<file path="config.mk">
export PLATFORM = sky130hd
export DESIGN_NAME = pulse_breathing_opacity
export DESIGN_NICKNAME = d
export VERILOG_FILES = /design/src/sv/pbo_pkg.sv /design/src/sv/pulse_breathing_opacity.sv
export SDC_FILE = /design/constraint.sdc
export NUM_CORES = 1
export LEC_CHECK = 0
export CORE_ASPECT_RATIO = 1.75
export CORE_MARGIN = 8
export CORE_UTILIZATION = 42
export DETAILED_ROUTE_END_ITERATION = 12
export DONT_BUFFER_PORTS = 1
export MAX_ROUTING_LAYER = met4
export PLACE_DENSITY = 0.64
export REMOVE_ABC_BUFFERS = 1
export SLEW_MARGIN = 30
export SYNTH_ARGS = -nofsm -noshare
export SYNTH_HDL_FRONTEND = slang
export SYNTH_SLANG_ARGS = --single-unit
export TNS_END_PERCENT = 100
</file>
<file path="constraint.sdc">
create_clock -name clk_i -period 8.8 [get_ports clk_i]
set_clock_uncertainty 0.05 [all_clocks]
set_input_delay 0.44 -clock clk_i [delete_from_list [all_inputs] [get_ports clk_i]]
set_output_delay 0.44 -clock clk_i [all_outputs]
set_load 0.05 [all_outputs]
</file>
<file path="src/sv/pbo_pkg.sv">
`timescale 1ns / 1ps
// ----------------------------------------------------------------------------
// pbo_pkg
// shared types and constants for the breathing-pulse opacity generator
// ----------------------------------------------------------------------------
package pbo_pkg;

  // timestamp width, fixed by the payload format
  localparam int TimeBits        = 32;
  // default countdown width
  localparam int FrameBitsDef    = 16;
  // configuration register widths
  localparam int TotalBits       = 16;
  localparam int CfgDataBits     = 16;
  localparam int CfgIdxBits      = 2;
  // opacity scale: dist * 510 / N
  localparam int ScaleShiftHi    = 9;
  localparam int ScaleShiftLo    = 1;
  localparam int OpacityBits     = 8;
  // dividend width for dist * 510
  localparam int DivBits         = TotalBits + ScaleShiftHi;

  // register indexes
  typedef enum logic [CfgIdxBits-1:0] {
    REG_ANIM_ENABLED = 2'd0,
    REG_FRAME_TOTAL  = 2'd1,
    REG_FRAME_PERIOD = 2'd2,
    REG_UNUSED       = 2'd3
  } reg_idx_e;

  // input item kinds
  typedef enum logic {
    KIND_PLAY = 1'b0,
    KIND_TICK = 1'b1
  } kind_e;

  typedef enum logic [2:0] {
    ST_IDLE,
    ST_EXEC,
    ST_PREP,
    ST_DIV,
    ST_OUT
  } state_e;

  typedef struct packed {
    logic                kind;
    logic                play_request;
    logic [TimeBits-1:0] now_time;
  } in_t;

  typedef struct packed {
    logic                   advanced;
    logic [OpacityBits-1:0] opacity;
    logic                   is_playing;
  } out_t;

endpackage

</file>
<file path="src/sv/pulse_breathing_opacity.sv">
`timescale 1ns / 1ps
// ----------------------------------------------------------------------------
// pulse_breathing_opacity
// breathing-pulse frame countdown with triangular opacity output
// ----------------------------------------------------------------------------
//
//  channel | direction | handshake                 | payload
//  --------+-----------+---------------------------+-------------------------
//  in      | input     | in_valid_i / in_ready_o   | in_data_i  (pbo_pkg::in_t)
//  out     | output    | out_valid_o / out_ready_i | out_data_o (pbo_pkg::out_t)
//  cfg     | input     | cfg_we_i (no wait)        | cfg_idx_i, cfg_wdata_i
//
//  an item passes through the states in order: ST_EXEC updates the countdown state,
//  ST_PREP forms dist * 510, ST_DIV runs a shared shift/compare/subtract divider
//  (one quotient bit each step), ST_OUT loads the output register, and ST_IDLE
//  takes the next item
//  the output register lets a new item in while a result still waits; the
//  block only stalls in its last step if the previous result was not taken
//  reset is asynchronous and active low; no clearing pass is needed
// ----------------------------------------------------------------------------
module pulse_breathing_opacity #(
  parameter int FRAME_BITS = pbo_pkg::FrameBitsDef
) (
  input  logic                                clk_i,
  input  logic                                rst_ni,
  // input items
  input  logic                                in_valid_i,
  output logic                                in_ready_o,
  input  pbo_pkg::in_t                        in_data_i,
  // result items
  output logic                                out_valid_o,
  input  logic                                out_ready_i,
  output pbo_pkg::out_t                       out_data_o,
  // configuration writes
  input  logic                                cfg_we_i,
  input  logic [pbo_pkg::CfgIdxBits-1:0]      cfg_idx_i,
  input  logic [pbo_pkg::CfgDataBits-1:0]     cfg_wdata_i
);

  import pbo_pkg::*;

  // compare width covering both the countdown and frame_total
  localparam int NW = (FRAME_BITS > TotalBits) ? FRAME_BITS : TotalBits;
  localparam int CntBits = $clog2(OpacityBits);

  // configuration registers
  logic                 anim_enabled_q;
  logic [TotalBits-1:0] frame_total_q;
  logic [TotalBits-1:0] frame_period_q;

  // animation state
  logic                  playing_q, playing_d;
  logic [FRAME_BITS-1:0] frames_left_q, frames_left_d;
  logic [TimeBits-1:0]   last_time_q, last_time_d;

  // captured item and per-item results
  in_t  item_q;
  logic adv_q, adv_d;

  // sequencer
  state_e state_q, state_d;
  logic [CntBits-1:0] cnt_q;

  // divider
  logic [DivBits-1:0]     rem_q;
  logic [OpacityBits-1:0] quo_q;
  logic                   zero_q;

  // output register
  logic out_valid_q;
  out_t out_q;

  // control from the output decode
  logic do_exec, do_prep, do_div, do_out;

  logic                  enabled;
  logic [FRAME_BITS-1:0] load_total;

  assign enabled    = anim_enabled_q && (frame_total_q != '0);
  assign load_total = FRAME_BITS'(frame_total_q);

  // ---------------------------------------------------------------------------
  // sequencer: next state
  // ---------------------------------------------------------------------------
  always_comb begin
    state_d = state_q;
    unique case (state_q)
      ST_IDLE: if (in_valid_i) state_d = ST_EXEC;
      ST_EXEC: state_d = ST_PREP;
      ST_PREP: state_d = ST_DIV;
      ST_DIV:  if (cnt_q == '0) state_d = ST_OUT;
      ST_OUT:  if (!out_valid_q || out_ready_i) state_d = ST_IDLE;
      default: state_d = ST_IDLE;
    endcase
  end

  // sequencer: outputs
  always_comb begin
    in_ready_o = 1'b0;
    do_exec    = 1'b0;
    do_prep    = 1'b0;
    do_div     = 1'b0;
    do_out     = 1'b0;
    unique case (state_q)
      ST_IDLE: in_ready_o = 1'b1;
      ST_EXEC: do_exec    = 1'b1;
      ST_PREP: do_prep    = 1'b1;
      ST_DIV:  do_div     = 1'b1;
      ST_OUT:  do_out     = !out_valid_q || out_ready_i;
      default: in_ready_o = 1'b0;
    endcase
  end

  always_ff @(posedge clk_i or negedge rst_ni) begin
    if (!rst_ni) begin
      state_q <= ST_IDLE;
    end else begin
      state_q <= state_d;
    end
  end

  // ---------------------------------------------------------------------------
  // configuration writes
  // ---------------------------------------------------------------------------
  always_ff @(posedge clk_i or negedge rst_ni) begin
    if (!rst_ni) begin
      anim_enabled_q <= 1'b0;
      frame_total_q  <= TotalBits'(1);
      frame_period_q <= '0;
    end else if (cfg_we_i) begin
      unique case (reg_idx_e'(cfg_idx_i))
        REG_ANIM_ENABLED: anim_enabled_q <= cfg_wdata_i[0];
        REG_FRAME_TOTAL:  frame_total_q  <= cfg_wdata_i[TotalBits-1:0];
        REG_FRAME_PERIOD: frame_period_q <= cfg_wdata_i[TotalBits-1:0];
        default:          ;
      endcase
    end
  end

  // ---------------------------------------------------------------------------
  // state update for one item (play/stop request or time tick)
  // ---------------------------------------------------------------------------
  logic [TimeBits-1:0]   elapsed;
  logic [FRAME_BITS-1:0] tick_frames;

  always_comb begin
    playing_d     = playing_q;
    frames_left_d = frames_left_q;
    last_time_d   = last_time_q;
    adv_d         = 1'b0;
    elapsed       = item_q.now_time - last_time_q;   // wraps modulo 2^TimeBits
    tick_frames   = frames_left_q;

    if (kind_e'(item_q.kind) == KIND_PLAY) begin
      if (item_q.play_request != playing_q) begin
        playing_d = item_q.play_request;
        if (item_q.play_request) begin
          // start: reload the countdown
          frames_left_d = enabled ? load_total : '0;
          last_time_d   = item_q.now_time;
        end else if (NW'(frames_left_q) > NW'(frame_total_q >> 1)) begin
          // stop past the half-way point: run the countdown the other way
          if (NW'(frames_left_q) > NW'(frame_total_q)) begin
            frames_left_d = '0;
          end else begin
            frames_left_d = FRAME_BITS'(NW'(frame_total_q) - NW'(frames_left_q));
          end
        end
      end
    end else begin
      if (enabled && !(!playing_q && frames_left_q == '0) &&
          elapsed >= TimeBits'(frame_period_q)) begin
        // reload first while playing, then count down one frame
        if (playing_q && frames_left_q == '0) begin
          tick_frames = load_total;
        end
        if (tick_frames != '0) begin
          frames_left_d = tick_frames - FRAME_BITS'(1);
        end else begin
          frames_left_d = tick_frames;
        end
        last_time_d = item_q.now_time;
        adv_d       = 1'b1;
      end
    end
  end

  always_ff @(posedge clk_i or negedge rst_ni) begin
    if (!rst_ni) begin
      playing_q     <= 1'b0;
      frames_left_q <= '0;
      last_time_q   <= '0;
      adv_q         <= 1'b0;
    end else if (do_exec) begin
      playing_q     <= playing_d;
      frames_left_q <= frames_left_d;
      last_time_q   <= last_time_d;
      adv_q         <= adv_d;
    end
  end

  // input capture
  always_ff @(posedge clk_i) begin
    if (in_valid_i && in_ready_o) begin
      item_q <= in_data_i;
    end
  end

  // ---------------------------------------------------------------------------
  // opacity: dist = min(r, N - r), then dist * 510 / N by restoring division
  // ---------------------------------------------------------------------------
  logic [NW-1:0]        r_ext, n_ext, n_minus_r;
  logic [TotalBits-1:0] near_dist;
  logic [DivBits-1:0]   dividend;
  logic                 opa_zero;
  logic [DivBits-1:0]   trial;
  logic                 fits;

  always_comb begin
    r_ext     = NW'(frames_left_q);
    n_ext     = NW'(frame_total_q);
    n_minus_r = n_ext - r_ext;
    opa_zero  = !enabled || (r_ext > n_ext);
    // only meaningful when r <= N, so the distance fits in the frame_total width
    near_dist = (n_minus_r < r_ext) ? TotalBits'(n_minus_r) : TotalBits'(r_ext);
    // dist * 510 as (dist << 9) - (dist << 1)
    dividend  = (DivBits'(near_dist) << ScaleShiftHi) -
                (DivBits'(near_dist) << ScaleShiftLo);
    // shared divider step: compare against N shifted to the current bit
    trial     = DivBits'(frame_total_q) << cnt_q;
    fits      = rem_q >= trial;
  end

  always_ff @(posedge clk_i or negedge rst_ni) begin
    if (!rst_ni) begin
      cnt_q <= '0;
    end else if (do_prep) begin
      cnt_q <= CntBits'(OpacityBits - 1);
    end else if (do_div && cnt_q != '0) begin
      cnt_q <= cnt_q - CntBits'(1);
    end
  end

  always_ff @(posedge clk_i) begin
    if (do_prep) begin
      rem_q  <= dividend;
      quo_q  <= '0;
      zero_q <= opa_zero;
    end else if (do_div) begin
      if (fits) begin
        rem_q        <= rem_q - trial;
        quo_q[cnt_q] <= 1'b1;
      end
    end
  end

  // ---------------------------------------------------------------------------
  // output register
  // ---------------------------------------------------------------------------
  always_ff @(posedge clk_i or negedge rst_ni) begin
    if (!rst_ni) begin
      out_valid_q <= 1'b0;
    end else if (do_out) begin
      out_valid_q <= 1'b1;
    end else if (out_ready_i) begin
      out_valid_q <= 1'b0;
    end
  end

  // quotient never exceeds 255 since dist <= N / 2
  always_ff @(posedge clk_i) begin
    if (do_out) begin
      out_q.advanced   <= adv_q;
      out_q.opacity    <= zero_q ? '0 : quo_q;
      out_q.is_playing <= playing_q;
    end
  end

  assign out_valid_o = out_valid_q;
  assign out_data_o  = out_q;

endmodule

</file>
==> flow_summary.json <==
{
  "drive_gt1_frac": 0.0762,
  "fin_crit_ps": 7720,
  "clkLatencyLatePin_ps": 460,
  "synth-edff-count": 70,
  "fin_crit_sh": 0.877,
  "grt.overflow.total": 0,
  "slowest_stage": "dfrtp_1",
  "setup_viol": 0,
  "die_area_um2": 39500,
  "crit_path_end_kind": "register",
  "syn-cell-area_um2": 14000,
  "die_h_um": 257,
  "gp_congestion": 0.981,
  "cts_tree": "built",
  "grt_usage": 0.221,
  "dp_hpwl_um": 34000,
  "rsz0062_at_grt": "false",
  "drtIter0Drc": 576,
  "fmax_ghz": 0.130,
  "slowest_delay_ps": 590,
  "seq_area_frac_synth": 0.324,
  "wl_um": 42200,
  "yosysWarnings": 0,
  "clkSinkCount": 168,
  "crit_path_start_kind": "register",
  "grt_pass1_vias": 12100,
  "fin_setup_tns_ps": 0,
  "synth_cells": 1531,
  "routedWlPerCell_um": 21.9,
  "drc": 0,
  "synthArstFlopShare": 0.536,
  "hold_path_class": "input port to register",
  "cp.arrival_ps": 7850,
  "ios": 69,
  "num_antenna_cells": 0,
  "antenna_found_initial": 0,
  "cts_setup_buffers": 0,
  "initial_core_util": 0.425,
  "cts_buffer_depth": 2,
  "dr.pass1.iters": 5,
  "io_buffers": 0,
  "tightest_slew_ps": 974,
  "multi_input_area_um2": 8710,
  "ant_nets": 0,
  "critical_path_required_ps": 8930,
  "grt_pass1_wl_um": 66000,
  "cts.htree.levels": 4,
  "cts-root-buf": "clkbuf_16",
  "dr_total_vias": 11700,
  "layout.nets": 1697,
  "slew_headroom": 0.349,
  "vias_per_cell": 6.05,
  "clkTransAtPathRegs_ps": 80,
  "row_count": 88,
  "synth-main-ff-cell": "dfrtp_1",
  "ff_latch_area_um2": 4520,
  "cts_buffers": 17,
  "grt_max_degree": 91,
  "post_synth.cell_area_avg_um2": 9.11,
  "drv_cap": 0,
  "cts_resized": 0,
  "die_x_um": 154,
  "synth-seq-cells": 168,
  "synthDistinctLibCells": 91,
  "path_max_fanout": 24,
  "crit_type": "register to register",
  "finalMaxSlewViolations": 0,
  "syn2layout_area_growth_pct": 7.25,
  "hold_viol_final": 0,
  "status": "completed",
  "design.core.area_um2": 32800,
  "fill_cells": 3218
}
==> state kept, by name (all words and copies together), names as in the netlist <==
name / count
adv_q: 1
frame_period_q: 16
quo_q: 8
zero_q: 1
frame_total_q: 16
out_valid_o: 1
frames_left_q: 16
anim_enabled_q: 1
rem_q: 25
playing_q: 1
item_q: 34
state_q: 3
out_data_o: 10
last_time_q: 32
cnt_q: 3
==> critical path, delay by kind of cell (launching register included) <==
| kind | cells | cell delay (ps) |
|---|---|---|
| adders and majority gates | 3 | 850 |
| and+or+nand+nor | 7 | 1910 |
| xor gates and xnor gates | 2 | 370 |
| AOI/OAI and AO/OA | 12 | 3210 |
| buffers and inverters | 2 | 340 |
| muxes | 1 | 90 |
| DFF | 1 | 590 |
==> cells in the mapped netlist, types with 30 or more instances <==
cell / n / area share
mux2_1: 30 / 0.024
inv_1: 126 / 0.034
o21ai_0: 80 / 0.029
a21oi_1: 128 / 0.046
xor2_1: 33 / 0.021
mux2_2: 42 / 0.034
mux2i_1: 48 / 0.034
xnor2_1: 55 / 0.035
clkbuf_1: 41 / 0.011
ha_1: 128 / 0.11
edfxtp_1: 70 / 0.15
nand3_1: 32 / 0.011
dfrtp_1: 89 / 0.16
nor2_1: 73 / 0.020
nand2_1: 116 / 0.031
==> metal layers <==
| layer | global-route usage | up-vias | wire, µm |
|---|---|---|---|
| li1 | - | 5595 | - |
| met1 | 0.189 | 5613 | 14200 |
| met2 | 0.424 | 296 | 23600 |
| met3 | 0.0349 | 148 | 1420 |
| met4 | 0.156 | 0 | 3020 |
| met5 | - | - | 0 |
==> cells in the final DEF, fill, tap and decap left out, types with 12 or more instances in the layout <==
| cell | instances |
|---|---|
| nor3_1 | 26 |
| inv_1 | 126 |
| a21o_1 | 29 |
| xnor2_1 | 55 |
| nor2_1 | 73 |
| nor2b_1 | 26 |
| clkbuf_16 | 17 |
| a31oi_1 | 19 |
| mux2_1 | 30 |
| buf_4 | 13 |
| xor2_1 | 33 |
| dfrtp_1 | 89 |
| nand3_1 | 32 |
| mux2i_1 | 48 |
| edfxtp_1 | 70 |
| mux2_2 | 42 |
| o21ai_0 | 80 |
| nand2b_1 | 17 |
| or3_1 | 12 |
| ha_1 | 128 |
| o21ai_1 | 16 |
| nand2_1 | 116 |
| and3_1 | 17 |
| o21a_1 | 21 |
| o21bai_1 | 14 |
| nand4_1 | 23 |
| and2_1 | 12 |
| a21oi_1 | 127 |
==> layout make-up <==
cell class	instances	area share
clock buffer	18	0.0294
clock inverter	14	0.0109
inverter	130	0.0326
sequential	168	0.302
timing repair buffer	15	0.00903
multi-input combinational	1177	0.582
tap	405	0.0339
==> worst paths after layout <==
path | start | to | slack [ps] | cells after the start
hold / removal | in_data_i[25] | item_q[25]$_DFFE_PP_ | 30 | 0
hold reg to reg | adv_q$_DFFE_PN0N_ | out_data_o[9]$_DFFE_PP_ | 400 | 0
min in group asynchronous | rst_ni | frames_left_q[2]$_DFFE_PN0P_ | 500 | 2
max in group asynchronous | rst_ni | out_valid_o$_DFFE_PN0P_ | 7750 | 2
setup / recovery | frames_left_q[3]$_DFFE_PN0P_ | rem_q[21]$_DFFE_PP_ | 1080 | 27
setup reg to reg | frames_left_q[3]$_DFFE_PN0P_ | rem_q[21]$_DFFE_PP_ | 1080 | 27
==> stage by stage <==
| step | hold slack (ps) | area [µm²] | std cells | setup slack [ps] | util |
|---|---|---|---|---|---|
| after floorplan | 94.4 | 13700 | 1475 | 2110 | - |
| after global placement | 99.3 | 14300 | 1893 | 1360 | 0.436 |
| after detailed placement | 99.7 | 14300 | 1893 | 1170 | 0.436 |
| after CTS | 0.348 | 15000 | 1927 | 1090 | 0.456 |
| after global routing | 2.30 | 15000 | 1927 | 518 | 0.456 |
| final | 26.7 | 15000 | 1927 | 1080 | 0.456 |
==> what timing repair did <==
action | in CTS | in global routing
hold endpoints to repair | 90 | 0
hold buffers | 2 | 0
setup endpoints to repair | 0 | 0
==> logic make-up after synthesis <==
group,Yosys count,synth area share
buffers and inverters,186,0.0535
xor gates and xnor gates,89,0.0569
adders and majority gates,131,0.119
DFF,168,0.324
and+or+nand+nor,399,0.145
AOI/OAI and AO/OA,437,0.208
muxes,121,0.0942
Power is left out: the tool's default activity adds up to more than one toggle a clock period on the data nets, which glitch-free logic cannot reach.
